## config.mk

```make
export PLATFORM = sky130hd
export DESIGN_NAME = coverage_to_fixedstep_track
export DESIGN_NICKNAME = d
export VERILOG_FILES = /design/src/rtl/cftrk_pkg.sv /design/src/rtl/coverage_to_fixedstep_track.sv /design/src/rtl/cftrk_regs.sv /design/src/rtl/cftrk_ctrl.sv /design/src/rtl/cftrk_dp.sv
export SDC_FILE = /design/constraint.sdc
export NUM_CORES = 1
export LEC_CHECK = 0
export ABC_AREA = 1
export BUFFER_PORTS_ARGS = -buffer_cell sky130_fd_sc_hd__buf_2
export CAP_MARGIN = 20
export CORE_ASPECT_RATIO = 2
export CORE_MARGIN = 10
export CORE_UTILIZATION = 35
export DETAILED_ROUTE_END_ITERATION = 10
export PLACE_DENSITY_LB_ADDON = 0.12
export SYNTH_ARGS = -nofsm -noshare
export SYNTH_HDL_FRONTEND = slang
export SYNTH_HIERARCHICAL = 1
export SYNTH_SLANG_ARGS = --single-unit
```

## constraint.sdc

```tcl
create_clock -name clk -period 7.3 [get_ports clk]
set_clock_uncertainty 0.2 [all_clocks]
set_input_delay 1.46 -clock clk [delete_from_list [all_inputs] [get_ports clk]]
set_output_delay 1.46 -clock clk [all_outputs]
set_load 0.005 [all_outputs]
```

## src/rtl/cftrk_pkg.sv

```systemverilog
// Shared types and constants for the coverage-to-fixedStep track encoder.
// Used by the register block, controller, datapath and top level.
`default_nettype none

package cftrk_pkg;

  // Fixed field widths
  localparam int POS_BITS   = 31;
  localparam int DEPTH_BITS = 24;
  localparam int GAP_BITS   = 6;
  localparam int DATA_BITS  = 32;
  localparam int ADDR_BITS  = 4;
  localparam int WPOS_BITS  = 32;

  // Register reset values
  localparam logic [POS_BITS-1:0] REGION_BEGIN_RESET = 31'd0;
  localparam logic [POS_BITS-1:0] REGION_END_RESET   = 31'h7FFF_FFFF;
  localparam logic [GAP_BITS-1:0] GAP_RESET          = 6'd10;

  // Register indexes (byte address / 4)
  localparam logic [1:0] REG_REGION_BEGIN = 2'd0;
  localparam logic [1:0] REG_REGION_END   = 2'd1;
  localparam logic [1:0] REG_MAX_ZERO_GAP = 2'd2;

  // Result kinds
  localparam logic KIND_HEADER = 1'b0;
  localparam logic KIND_VALUE  = 1'b1;

  // Controller to datapath commands
  typedef struct packed {
    logic load_in;
    logic zero_upd;
    logic emit_hdr;
    logic emit_fill;
    logic emit_val;
  } cmd_t;

  // Datapath to controller status
  typedef struct packed {
    logic in_region;
    logic depth_zero;
    logic fresh;
    logic zc_zero;
    logic zc_one;
    logic slot_free;
  } sts_t;

endpackage

`default_nettype wire

```

## src/rtl/coverage_to_fixedstep_track.sv

```systemverilog
// Top level of the coverage-to-fixedStep track encoder.
// Instantiates cftrk_regs, cftrk_ctrl and cftrk_dp; uses cftrk_pkg.
//
// Each accepted item is a per-position coverage record; records outside
// [region_begin, region_end) give nothing, zero depths extend a pending gap,
// and a nonzero depth gives an optional segment header (1-based start), the
// pending zero filler lines and its value line, with last set on the value.
// An item is accepted in the idle state and classified, with its first result
// if any, in the evaluate state; every result waits for a free output slot, so
// an item is held longer while out_ready is low. Within one item the result
// register takes one result per cycle while out_ready is high; a new input item is
// taken while the final result of the previous one still waits in that register.
`default_nettype none

module coverage_to_fixedstep_track #(
  parameter int CHROM_ID_BITS = 16,
  parameter int MAX_GAP_LIMIT = 63
) (
  input  wire logic                             clk,
  input  wire logic                             rst_n,
  // Input channel
  input  wire logic                             in_valid,
  output logic                                  in_ready,
  input  wire logic [CHROM_ID_BITS-1:0]         in_chrom_id,
  input  wire logic [cftrk_pkg::POS_BITS-1:0]   in_position,
  input  wire logic [cftrk_pkg::DEPTH_BITS-1:0] in_depth,
  // Result channel
  output logic                                  out_valid,
  input  wire logic                             out_ready,
  output logic                                  out_kind,
  output logic      [CHROM_ID_BITS-1:0]         out_chrom_id_out,
  output logic      [cftrk_pkg::POS_BITS-1:0]   out_start_pos,
  output logic      [cftrk_pkg::DEPTH_BITS-1:0] out_value,
  output logic                                  out_last,
  // Configuration port
  input  wire logic                             psel,
  input  wire logic                             penable,
  input  wire logic                             pwrite,
  input  wire logic [cftrk_pkg::ADDR_BITS-1:0]  paddr,
  input  wire logic [cftrk_pkg::DATA_BITS-1:0]  pwdata,
  output logic      [cftrk_pkg::DATA_BITS-1:0]  prdata,
  output logic                                  pready
);

  logic [cftrk_pkg::POS_BITS-1:0] region_begin;
  logic [cftrk_pkg::POS_BITS-1:0] region_end;
  logic [cftrk_pkg::GAP_BITS-1:0] max_zero_gap;
  cftrk_pkg::cmd_t                cmd;
  cftrk_pkg::sts_t                sts;

  // Configuration registers
  cftrk_regs #(
    .MAX_GAP_LIMIT(MAX_GAP_LIMIT)
  ) u_regs (
    .clk         (clk),
    .rst_n       (rst_n),
    .psel        (psel),
    .penable     (penable),
    .pwrite      (pwrite),
    .paddr       (paddr),
    .pwdata      (pwdata),
    .prdata      (prdata),
    .pready      (pready),
    .region_begin(region_begin),
    .region_end  (region_end),
    .max_zero_gap(max_zero_gap)
  );

  // Sequencer
  cftrk_ctrl u_ctrl (
    .clk     (clk),
    .rst_n   (rst_n),
    .in_valid(in_valid),
    .in_ready(in_ready),
    .sts     (sts),
    .cmd     (cmd)
  );

  // Datapath
  cftrk_dp #(
    .CHROM_ID_BITS(CHROM_ID_BITS),
    .MAX_GAP_LIMIT(MAX_GAP_LIMIT)
  ) u_dp (
    .clk             (clk),
    .rst_n           (rst_n),
    .cmd             (cmd),
    .sts             (sts),
    .in_chrom_id     (in_chrom_id),
    .in_position     (in_position),
    .in_depth        (in_depth),
    .region_begin    (region_begin),
    .region_end      (region_end),
    .max_zero_gap    (max_zero_gap),
    .out_valid       (out_valid),
    .out_ready       (out_ready),
    .out_kind        (out_kind),
    .out_chrom_id_out(out_chrom_id_out),
    .out_start_pos   (out_start_pos),
    .out_value       (out_value),
    .out_last        (out_last)
  );

endmodule

`default_nettype wire

```

## src/rtl/cftrk_regs.sv

```systemverilog
// Configuration registers behind the APB-style port.
// Uses cftrk_pkg for widths, indexes and reset values.
`default_nettype none

module cftrk_regs #(
  parameter int MAX_GAP_LIMIT = 63
) (
  input  wire logic                            clk,
  input  wire logic                            rst_n,
  input  wire logic                            psel,
  input  wire logic                            penable,
  input  wire logic                            pwrite,
  input  wire logic [cftrk_pkg::ADDR_BITS-1:0] paddr,
  input  wire logic [cftrk_pkg::DATA_BITS-1:0] pwdata,
  output logic      [cftrk_pkg::DATA_BITS-1:0] prdata,
  output logic                                 pready,
  output logic      [cftrk_pkg::POS_BITS-1:0]  region_begin,
  output logic      [cftrk_pkg::POS_BITS-1:0]  region_end,
  output logic      [cftrk_pkg::GAP_BITS-1:0]  max_zero_gap
);

  logic [cftrk_pkg::POS_BITS-1:0] begin_r, begin_nxt;
  logic [cftrk_pkg::POS_BITS-1:0] end_r, end_nxt;
  logic [cftrk_pkg::GAP_BITS-1:0] gap_r, gap_nxt;
  logic [cftrk_pkg::GAP_BITS-1:0] gap_wr;
  logic [1:0]                     idx;
  logic                           wr_en;

  assign idx    = paddr[3:2];
  assign wr_en  = psel && penable && pwrite;
  assign pready = 1'b1;

  // Clamp the gap setting to the built-in limit
  always_comb begin
    if (int'(pwdata[cftrk_pkg::GAP_BITS-1:0]) > MAX_GAP_LIMIT) begin
      gap_wr = cftrk_pkg::GAP_BITS'(MAX_GAP_LIMIT);
    end else begin
      gap_wr = pwdata[cftrk_pkg::GAP_BITS-1:0];
    end
  end

  // Decode writes
  always_comb begin
    begin_nxt = begin_r;
    end_nxt   = end_r;
    gap_nxt   = gap_r;
    if (wr_en) begin
      case (idx)
        cftrk_pkg::REG_REGION_BEGIN: begin_nxt = pwdata[cftrk_pkg::POS_BITS-1:0];
        cftrk_pkg::REG_REGION_END:   end_nxt   = pwdata[cftrk_pkg::POS_BITS-1:0];
        cftrk_pkg::REG_MAX_ZERO_GAP: gap_nxt   = gap_wr;
        default: ;
      endcase
    end
  end

  always_ff @(posedge clk) begin
    if (!rst_n) begin
      begin_r <= cftrk_pkg::REGION_BEGIN_RESET;
      end_r   <= cftrk_pkg::REGION_END_RESET;
      gap_r   <= cftrk_pkg::GAP_RESET;
    end else begin
      begin_r <= begin_nxt;
      end_r   <= end_nxt;
      gap_r   <= gap_nxt;
    end
  end

  // Read back
  always_comb begin
    case (idx)
      cftrk_pkg::REG_REGION_BEGIN: prdata = cftrk_pkg::DATA_BITS'(begin_r);
      cftrk_pkg::REG_REGION_END:   prdata = cftrk_pkg::DATA_BITS'(end_r);
      cftrk_pkg::REG_MAX_ZERO_GAP: prdata = cftrk_pkg::DATA_BITS'(gap_r);
      default:                     prdata = '0;
    endcase
  end

  assign region_begin = begin_r;
  assign region_end   = end_r;
  assign max_zero_gap = gap_r;

endmodule

`default_nettype wire

```

## src/rtl/cftrk_ctrl.sv

```systemverilog
// Controller state machine: sequences accept, classify and emission steps.
// Uses cftrk_pkg command and status structs; drives the datapath.
`default_nettype none

module cftrk_ctrl (
  input  wire logic            clk,
  input  wire logic            rst_n,
  input  wire logic            in_valid,
  output logic                 in_ready,
  input  wire cftrk_pkg::sts_t sts,
  output cftrk_pkg::cmd_t      cmd
);

  localparam logic [1:0] S_IDLE = 2'd0;
  localparam logic [1:0] S_EVAL = 2'd1;
  localparam logic [1:0] S_FILL = 2'd2;
  localparam logic [1:0] S_VAL  = 2'd3;

  logic [1:0] state_r, state_nxt;

  assign in_ready = (state_r == S_IDLE);

  // Next state and commands
  always_comb begin
    state_nxt = state_r;
    cmd       = '0;
    case (state_r)
      S_IDLE: begin
        if (in_valid) begin
          cmd.load_in = 1'b1;
          state_nxt   = S_EVAL;
        end
      end
      S_EVAL: begin
        if (!sts.in_region) begin
          state_nxt = S_IDLE;
        end else if (sts.depth_zero) begin
          cmd.zero_upd = 1'b1;
          state_nxt    = S_IDLE;
        end else if (sts.slot_free) begin
          if (sts.fresh) begin
            cmd.emit_hdr = 1'b1;
            state_nxt    = S_VAL;
          end else if (sts.zc_zero) begin
            cmd.emit_val = 1'b1;
            state_nxt    = S_IDLE;
          end else begin
            cmd.emit_fill = 1'b1;
            state_nxt     = sts.zc_one ? S_VAL : S_FILL;
          end
        end
      end
      S_FILL: begin
        if (sts.slot_free) begin
          cmd.emit_fill = 1'b1;
          if (sts.zc_one) begin
            state_nxt = S_VAL;
          end
        end
      end
      S_VAL: begin
        if (sts.slot_free) begin
          cmd.emit_val = 1'b1;
          state_nxt    = S_IDLE;
        end
      end
      default: state_nxt = S_IDLE;
    endcase
  end

  always_ff @(posedge clk) begin
    if (!rst_n) begin
      state_r <= S_IDLE;
    end else begin
      state_r <= state_nxt;
    end
  end

endmodule

`default_nettype wire

```

## src/rtl/cftrk_dp.sv

```systemverilog
// Datapath: input latch, segment tracking state, gap counter, output register.
// Uses cftrk_pkg command and status structs; commanded by cftrk_ctrl.
`default_nettype none

module cftrk_dp #(
  parameter int CHROM_ID_BITS = 16,
  parameter int MAX_GAP_LIMIT = 63
) (
  input  wire logic                             clk,
  input  wire logic                             rst_n,
  input  wire cftrk_pkg::cmd_t                  cmd,
  output cftrk_pkg::sts_t                       sts,
  input  wire logic [CHROM_ID_BITS-1:0]         in_chrom_id,
  input  wire logic [cftrk_pkg::POS_BITS-1:0]   in_position,
  input  wire logic [cftrk_pkg::DEPTH_BITS-1:0] in_depth,
  input  wire logic [cftrk_pkg::POS_BITS-1:0]   region_begin,
  input  wire logic [cftrk_pkg::POS_BITS-1:0]   region_end,
  input  wire logic [cftrk_pkg::GAP_BITS-1:0]   max_zero_gap,
  output logic                                  out_valid,
  input  wire logic                             out_ready,
  output logic                                  out_kind,
  output logic      [CHROM_ID_BITS-1:0]         out_chrom_id_out,
  output logic      [cftrk_pkg::POS_BITS-1:0]   out_start_pos,
  output logic      [cftrk_pkg::DEPTH_BITS-1:0] out_value,
  output logic                                  out_last
);

  localparam int ZC_BITS = $clog2(MAX_GAP_LIMIT + 2);
  localparam logic [ZC_BITS-1:0] ZC_SAT = ZC_BITS'(MAX_GAP_LIMIT + 1);
  localparam logic [ZC_BITS-1:0] ZC_ONE = ZC_BITS'(1);

  // Latched input item
  logic [CHROM_ID_BITS-1:0]         chrom_r, chrom_nxt;
  logic [cftrk_pkg::POS_BITS-1:0]   pos_r, pos_nxt;
  logic [cftrk_pkg::DEPTH_BITS-1:0] depth_r, depth_nxt;

  // Segment tracking state
  logic [CHROM_ID_BITS:0]          prev_chrom_r, prev_chrom_nxt;
  logic [cftrk_pkg::WPOS_BITS-1:0] prev_pos_r, prev_pos_nxt;
  logic [ZC_BITS-1:0]              zc_r, zc_nxt;

  // Output register
  logic                             ovalid_r, ovalid_nxt;
  logic                             okind_r, okind_nxt;
  logic [CHROM_ID_BITS-1:0]         ochrom_r, ochrom_nxt;
  logic [cftrk_pkg::POS_BITS-1:0]   ostart_r, ostart_nxt;
  logic [cftrk_pkg::DEPTH_BITS-1:0] ovalue_r, ovalue_nxt;
  logic                             olast_r, olast_nxt;

  logic [cftrk_pkg::WPOS_BITS-1:0] expected;
  logic                            emit;

  // Classify the latched item
  assign expected = prev_pos_r + cftrk_pkg::WPOS_BITS'(zc_r) + cftrk_pkg::WPOS_BITS'(1);

  always_comb begin
    sts.in_region  = (pos_r >= region_begin) && (pos_r < region_end);
    sts.depth_zero = (depth_r == '0);
    sts.fresh      = ({1'b0, chrom_r} != prev_chrom_r) ||
                     (expected != {1'b0, pos_r}) ||
                     (32'(zc_r) > 32'(max_zero_gap));
    sts.zc_zero    = (zc_r == '0);
    sts.zc_one     = (zc_r == ZC_ONE);
    sts.slot_free  = !ovalid_r || out_ready;
  end

  // Capture the input item
  always_comb begin
    chrom_nxt = chrom_r;
    pos_nxt   = pos_r;
    depth_nxt = depth_r;
    if (cmd.load_in) begin
      chrom_nxt = in_chrom_id;
      pos_nxt   = in_position;
      depth_nxt = in_depth;
    end
  end

  // Update tracking state
  always_comb begin
    prev_chrom_nxt = prev_chrom_r;
    prev_pos_nxt   = prev_pos_r;
    zc_nxt         = zc_r;
    if (cmd.zero_upd) begin
      prev_chrom_nxt = {1'b0, chrom_r};
      if (zc_r != ZC_SAT) begin
        zc_nxt = zc_r + ZC_ONE;
      end
    end
    if (cmd.emit_hdr) begin
      zc_nxt = '0;
    end
    if (cmd.emit_fill) begin
      zc_nxt = zc_r - ZC_ONE;
    end
    if (cmd.emit_val) begin
      prev_chrom_nxt = {1'b0, chrom_r};
      prev_pos_nxt   = {1'b0, pos_r};
    end
  end

  // Load the output register with the next result
  assign emit = cmd.emit_hdr || cmd.emit_fill || cmd.emit_val;

  always_comb begin
    ovalid_nxt = ovalid_r && !out_ready;
    okind_nxt  = okind_r;
    ochrom_nxt = ochrom_r;
    ostart_nxt = ostart_r;
    ovalue_nxt = ovalue_r;
    olast_nxt  = olast_r;
    if (emit) begin
      ovalid_nxt = 1'b1;
      okind_nxt  = cmd.emit_hdr ? cftrk_pkg::KIND_HEADER : cftrk_pkg::KIND_VALUE;
      ochrom_nxt = cmd.emit_hdr ? chrom_r : '0;
      ostart_nxt = cmd.emit_hdr ? pos_r + cftrk_pkg::POS_BITS'(1) : '0;
      ovalue_nxt = cmd.emit_val ? depth_r : '0;
      olast_nxt  = cmd.emit_val;
    end
  end

  always_ff @(posedge clk) begin
    if (!rst_n) begin
      prev_chrom_r <= '1;
      prev_pos_r   <= '1;
      zc_r         <= '0;
      ovalid_r     <= 1'b0;
    end else begin
      prev_chrom_r <= prev_chrom_nxt;
      prev_pos_r   <= prev_pos_nxt;
      zc_r         <= zc_nxt;
      ovalid_r     <= ovalid_nxt;
    end
  end

  // Payload registers
  always_ff @(posedge clk) begin
    chrom_r  <= chrom_nxt;
    pos_r    <= pos_nxt;
    depth_r  <= depth_nxt;
    okind_r  <= okind_nxt;
    ochrom_r <= ochrom_nxt;
    ostart_r <= ostart_nxt;
    ovalue_r <= ovalue_nxt;
    olast_r  <= olast_nxt;
  end

  assign out_valid        = ovalid_r;
  assign out_kind         = okind_r;
  assign out_chrom_id_out = ochrom_r;
  assign out_start_pos    = ostart_r;
  assign out_value        = ovalue_r;
  assign out_last         = olast_r;

endmodule

`default_nettype wire

```

==> results of run 1 <==
[cell usage after synthesis, drive strengths merged (2+ instances only)]
cell type,count
a211oi,2
a21oi,97
a22o,25
a31oi,3
buf,31
clkbuf,25
clkinv,3
conb,2
dfxtp,127
edfxtp,144
ha,84
inv,284
nand2,422
nand3,130
nand3b,7
nand4,25
nor2,173
nor3,30
nor3b,2
nor4,11
o211ai,20
o21a,5
o21ai,70
o21bai,3
or2,4
or4,2
xnor2,11
xor2,29
[final timing paths]
| path | from | cells after the start | end | slack [ps] |
|---|---|---|---|---|
| worst max register to register | u_dp/zc_r[0] | 19 | u_dp/out_start_pos[19] | 1940 |
| worst min register to register | u_dp/prev_chrom_r[16] | 2 | u_dp/prev_chrom_r[16] | 250 |
| worst min-delay path | u_dp/prev_chrom_r[16] | 2 | u_dp/prev_chrom_r[16] | 250 |
| worst max-delay path | u_dp/zc_r[0] | 19 | u_dp/out_start_pos[19] | 1940 |
[per-layer routing]
metal | routed length [um] | up-vias
li1 | - | 6221
met1 | 16700 | 5729
met2 | 24300 | 304
met3 | 2590 | 64
met4 | 1620 | 0
met5 | 0 | -
[cell type report]
cell class	count	area, sq um	share of cell area [%]
clock buffer	32	747	4.34
timing repair buffer	228	1190	6.94
multi-input combinational	1167	6370	37.1
sequential	271	6870	39.9
tap	535	669	3.89
inverter	287	1080	6.28
clock inverter	19	260	1.51
[cell families after synthesis]
family | synth area share [%]
buffers and inverters | 9.58
other | 0.0514
flip-flops | 47.0
XOR/XNOR | 2.55
AO/OA/AOI/OAI | 9.38
adder cells (fa/ha/maj) | 7.33
AND/OR/NAND/NOR | 24.1
[report_power, final]
| group | leakage, nW | internal, mW | switching (mW) |
|---|---|---|---|
| Sequential | 2.40 | 1.98 | 0.235 |
| Clock | 0.483 | 0.946 | 0.638 |
| Combinational | 5.72 | 0.725 | 1.31 |
[worst min-delay path, cell delays in order (launching register included)]
cell and delay (ps):
dfxtp_1 310, nand2_1 60, nand2_1 40
[flip-flops by register name (all words and copies together), names as in the netlist, 6 cells and up, named ones only]
signal,count
u_regs/region_end,31
u_dp/prev_pos_r,32
u_dp/prev_chrom_r,17
u_dp/chrom_r,16
u_regs/region_begin,31
u_dp/depth_r,24
u_regs/max_zero_gap,6
u_dp/out_chrom_id_out,16
u_dp/out_value,24
u_dp/out_start_pos,31
u_dp/pos_r,31
u_dp/zc_r,7
[per-stage QoR]
| step | power (mW) | setup WS, ps | hold WS [ps] | area [sq um] |
|---|---|---|---|---|
| 5_1_grt | 6.25 | 1620 | 279 | 17200 |
| 3_5_place_dp | 4.31 | 1920 | 235 | 16100 |
| 4_1_cts | 5.93 | 1900 | 250 | 17200 |
| 6_report | 5.83 | 1940 | 246 | 17200 |
| 2_1_floorplan | 3.56 | 2200 | 220 | 14600 |
| 3_3_place_gp | 4.28 | 1950 | 228 | 16100 |
==> results.json, run 1 <==
{
  "crit_path_end_kind": "flip-flop",
  "final_cell_mix": "nand2_1 (412), inv_1 (277), buf_2 (215), nor2_1 (158), edfxtp_1 (144)",
  "initial_core_util_pct": 35.5,
  "core_area_sq_mm": 0.0411,
  "dieWidth_um": 164,
  "p_leak_nw": 8.61,
  "diodes": 0,
  "crit_chain": "inv_1 -> ha_1 -> inv_1 -> fa_1 -> nand3_1 -> nand2_1 -> nand3_1 -> nand2_1 -> nand3_1 -> xor2_1 -> nand3_1 -> nor2_1 -> nand4_1 -> nor2_1 -> a21oi_1 -> nor3b_1 -> nor2_1 -> nand2_4 -> buf_4",
  "gp_congestion": 0.873,
  "irDropWorstVdd_v": 0.000184,
  "ys_ff_latch": 271,
  "clk_pin_slew_ps": 70,
  "synth_warnings": 6,
  "drive_above_1_share_pct": 16.3,
  "max_stage_delay_ps": 680,
  "relSlewSlack_pct": 31.9,
  "ios": 222,
  "portBuffers": 216,
  "cts_sinks": 271,
  "final_nets": 2182,
  "globalRouteOverflowTotal": 0,
  "synth_edf_count": 144,
  "gr-usage-met2_pct": 33.1,
  "fillers": 4212,
  "grt_pass1_vias": 12700,
  "cp_slowest_cell": "nor3b_1",
  "critPathTopFamily": "simple AND/OR/NAND/NOR gates",
  "place_inst": 2486,
  "grt_max_degree": 61,
  "tightest_slew_ps": 1010,
  "htreeDepth": 1,
  "synth_flop_cell": "edfxtp_1",
  "stdcell_count": 2539,
  "drv_slew": 0,
  "rsz0062_at_grt": "false",
  "synthesis.nets": 1981,
  "synth_area_leaders": "edfxtp_1 (30%), dfxtp_1 (17%), nand2_1 (11%)",
  "holdCritPathClass": "reg2reg",
  "grt_util_met1_pct": 17.9,
  "rows": 105,
  "crit_fanout": 50,
  "root_buffer": "clkbuf_16",
  "fin_util_pct": 41.8,
  "grt.busiest_layer": "met2",
  "ys_types": 57,
  "track_usage_pct": 17.4,
  "die_y_um": 309,
  "antenna_left": 0,
  "outcome": "completed",
  "cts_tree": "done",
  "avgSynthCellArea_sq_um": 8.20,
  "use_met3_pct": 3.41,
  "fin_crit_ps": 5360,
  "cp-start-kind": "flip-flop",
  "drv_cap": 0,
  "synthCells": 1782,
  "yosys.area.top_type": "edfxtp_1",
  "tns_ps": 0,
  "synth_top_area_share_pct": 29.6,
  "area_delta_synth_final_pct": 17.7,
  "place_hpwl_mm": 33.9,
  "routedWlPerCell_um": 17.8,
  "drtIter0Drc": 470,
  "drt_wl_total_mm": 45.2,
  "worst-path-buf-inv": 3,
  "setup_viol": 0,
  "first_pass_iters": 4,
  "worstSetupPathType": "reg2reg",
  "layout_commonest_cell": "nand2_1",
  "cts_resized": 0,
  "clock_path_buffers": 3,
  "synthArstFlopShare_pct": 0,
  "postCtsHoldBufs": 0,
  "cp_data_required_time_ps": 7370,
  "antenna_found_initial": 0,
  "hold_viol_final": 0,
  "fin_crit_sh_pct": 73.5,
  "syn_area_sq_mm": 0.0146,
  "clock_latency_ps": 570,
  "post_cts_buffers": 0,
  "p_per_area_mw_per_mm2": 339,
  "vias": 12300,
  "grt_pass1_wl_mm": 69.4,
  "fmax_mhz": 186,
  "synth_seq_area_share_pct": 47.0,
  "drcViolationCount": 0,
  "via_per_inst": 4.85,
  "die_area_sq_mm": 0.0508,
  "crit_top_cell": "nand3_1",
  "worstPathArrival_ps": 5430,
  "cts_buffers": 28
}
Power figures use the tool's default switching activity.
==> run 2: changes to the inputs <==
Clock period 7.3 ns to 5.5 ns, I/O delays scaled along.
==> results.json, run 2 (synthesized netlist as in run 1, its figures left out) <==
{
  "cts_buffers": 28,
  "cp_data_required_time_ps": 5810,
  "setup_viol": 0,
  "postCtsHoldBufs": 0,
  "portBuffers": 216,
  "fin_crit_sh_pct": 84.5,
  "cts_tree": "done",
  "p_sw_mw": 2.88,
  "place_worst_setup_slack_ps": 854,
  "intPower_mw": 4.63,
  "comb_power_share_pct": 36.6,
  "antenna_left": 0,
  "cp-startpoint": "u_dp/zc_r[0]",
  "antenna_found_initial": 0,
  "place_hpwl_mm": 33.9,
  "clock_path_buffers": 3,
  "grt_pass1_vias": 12400,
  "htreeDepth": 1,
  "seqPwrFrac_pct": 38.8,
  "worstPathArrival_ps": 4950,
  "crit_chain": "inv_1 -> ha_1 -> inv_1 -> fa_1 -> nand3_1 -> nand2_1 -> nand3_1 -> nand2_1 -> nand3_1 -> xor2_1 -> nand3_1 -> nor2_1 -> nand4_1 -> inv_1 -> nor4_2 -> buf_4 -> nor2_1 -> inv_1 -> a21oi_1 -> inv_1 -> o211ai_1 -> o211ai_1 -> inv_1",
  "hold_viol_final": 0,
  "vias": 12300,
  "fillers": 4254,
  "drv_cap": 0,
  "rows": 105,
  "first_pass_iters": 5,
  "drv_slew": 0,
  "p_per_area_mw_per_mm2": 439,
  "irDropWorstVdd_v": 0.000259,
  "fmax_mhz": 215,
  "fin_crit_ps": 4650,
  "root_buffer": "clkbuf_16",
  "power_mw": 7.52,
  "final_cell_mix": "nand2_1 (412), inv_1 (277), buf_2 (215), nor2_1 (158), edfxtp_1 (144)",
  "drcViolationCount": 0,
  "initial_core_util_pct": 35.5,
  "outcome": "completed",
  "final_nets": 2188,
  "fin_area_sq_mm": 0.0171,
  "routedWlPerCell_um": 17.6,
  "ios": 222,
  "via_per_inst": 4.82,
  "worstSetupEndpoint": "u_dp/zc_r[6]",
  "cts_resized": 0,
  "p_leak_nw": 8.58,
  "whs_ps": 246,
  "dieWidth_um": 164,
  "regMostFlops": "u_dp/prev_pos_r",
  "regArea_sq_mm": 0.00687,
  "r2r-end": "u_dp/zc_r[6]",
  "r2r_cells": 23,
  "holdCritPathClass": "reg2reg",
  "fin_util_pct": 41.6,
  "core_area_sq_mm": 0.0411,
  "die_y_um": 309,
  "max_stage_delay_ps": 400,
  "largest_reg_flops": 32,
  "clk_pin_slew_ps": 60,
  "grt_max_degree": 95,
  "diodes": 0,
  "layout_commonest_cell": "nand2_1",
  "area_delta_synth_final_pct": 17.1,
  "clock_latency_ps": 570,
  "rrSetupSlack_ps": 850,
  "globalRouteOverflowTotal": 0,
  "drt_wl_total_mm": 44.9,
  "cp_slowest_cell": "fa_1",
  "relSlewSlack_pct": 26.5,
  "stdcell_count": 2546,
  "die_area_sq_mm": 0.0508,
  "r2r_start": "u_dp/zc_r[0]",
  "tns_ps": 0,
  "swShare_pct": 38.4,
  "rsz0062_at_grt": "false",
  "grt_pass1_wl_mm": 68.7,
  "tightest_slew_ps": 1100,
  "crit_top_cell": "inv_1",
  "place_inst": 2493,
  "pwr-share-clk_pct": 24.6,
  "crit_fanout": 14,
  "cts_sinks": 271,
  "multi_input_area_sq_mm": 0.00637,
  "dpl_cell_area_sq_mm": 0.0162,
  "crit_path_end_kind": "flip-flop",
  "gp_congestion": 0.897,
  "worstSetupPathType": "reg2reg",
  "worst_slack_ps": 853,
  "post_cts_buffers": 0,
  "drtIter0Drc": 592,
  "drive_above_1_share_pct": 16.1,
  "track_usage_pct": 17.2,
  "cp-start-kind": "flip-flop"
}
## run 2: cell count changes in the layout (fill, tap and decap cells not counted)
cell and change:
clkbuf_1 +8, bufinv_16 -5, buf_4 +4, clkinv_1 +3, clkinvlp_4 -3, buf_12 +2, clkbuf_8 -1, clkinv_2 -1
clkinv_4 -1, inv_6 +1
## run 2: critical path, delay by kind of cell, from the launching register on
kind,cells,cell delay [ps]
AO/OA/AOI/OAI,3,570
XOR/XNOR,1,140
buffers and inverters,7,1180
adder cells (fa/ha/maj),2,610
AND/OR/NAND/NOR,10,1500
flip-flops,1,360
## run 2: power groups by stage
stage,combinational (mW),sequential (mW),clock [mW]
5_1_grt,3.13,2.97,1.98
3_5_place_dp,2.80,2.97,0
6_report,2.75,2.92,1.85
3_3_place_gp,2.77,2.96,0
4_1_cts,2.81,2.93,1.91
2_1_floorplan,1.82,2.91,0
## run 2: cell type report
type	instances	area share (%)
multi-input cells	1167	37.3
clock inverters	13	0.548
clock buffers	39	4.46
inverters	287	6.31
well taps	535	3.91
flip-flops and latches	271	40.1
repair buffers	234	7.39
## run 2: worst min path at each step
stage / end / cells after the start / slack [ps] / startpoint
floorplan: u_dp/prev_chrom_r[16] / 2 / 220 / u_dp/prev_chrom_r[16]
global placement: u_dp/prev_chrom_r[16] / 2 / 230 / u_dp/prev_chrom_r[16]
detailed placement: u_dp/prev_chrom_r[16] / 2 / 230 / u_dp/prev_chrom_r[16]
CTS: u_dp/prev_chrom_r[16] / 2 / 250 / u_dp/prev_chrom_r[16]
global route: u_dp/prev_chrom_r[16] / 2 / 280 / u_dp/prev_chrom_r[16]
finish: u_dp/prev_chrom_r[16] / 2 / 250 / u_dp/prev_chrom_r[16]
## run 2: metal layers
metal,global-route usage (%),share of wire [%],vias to the layer above
li1,-,-,6241
met1,17.9,37,5687
met2,33.0,54,287
met3,3.30,6.1,59
met4,5.98,3.0,0
met5,0,0,-
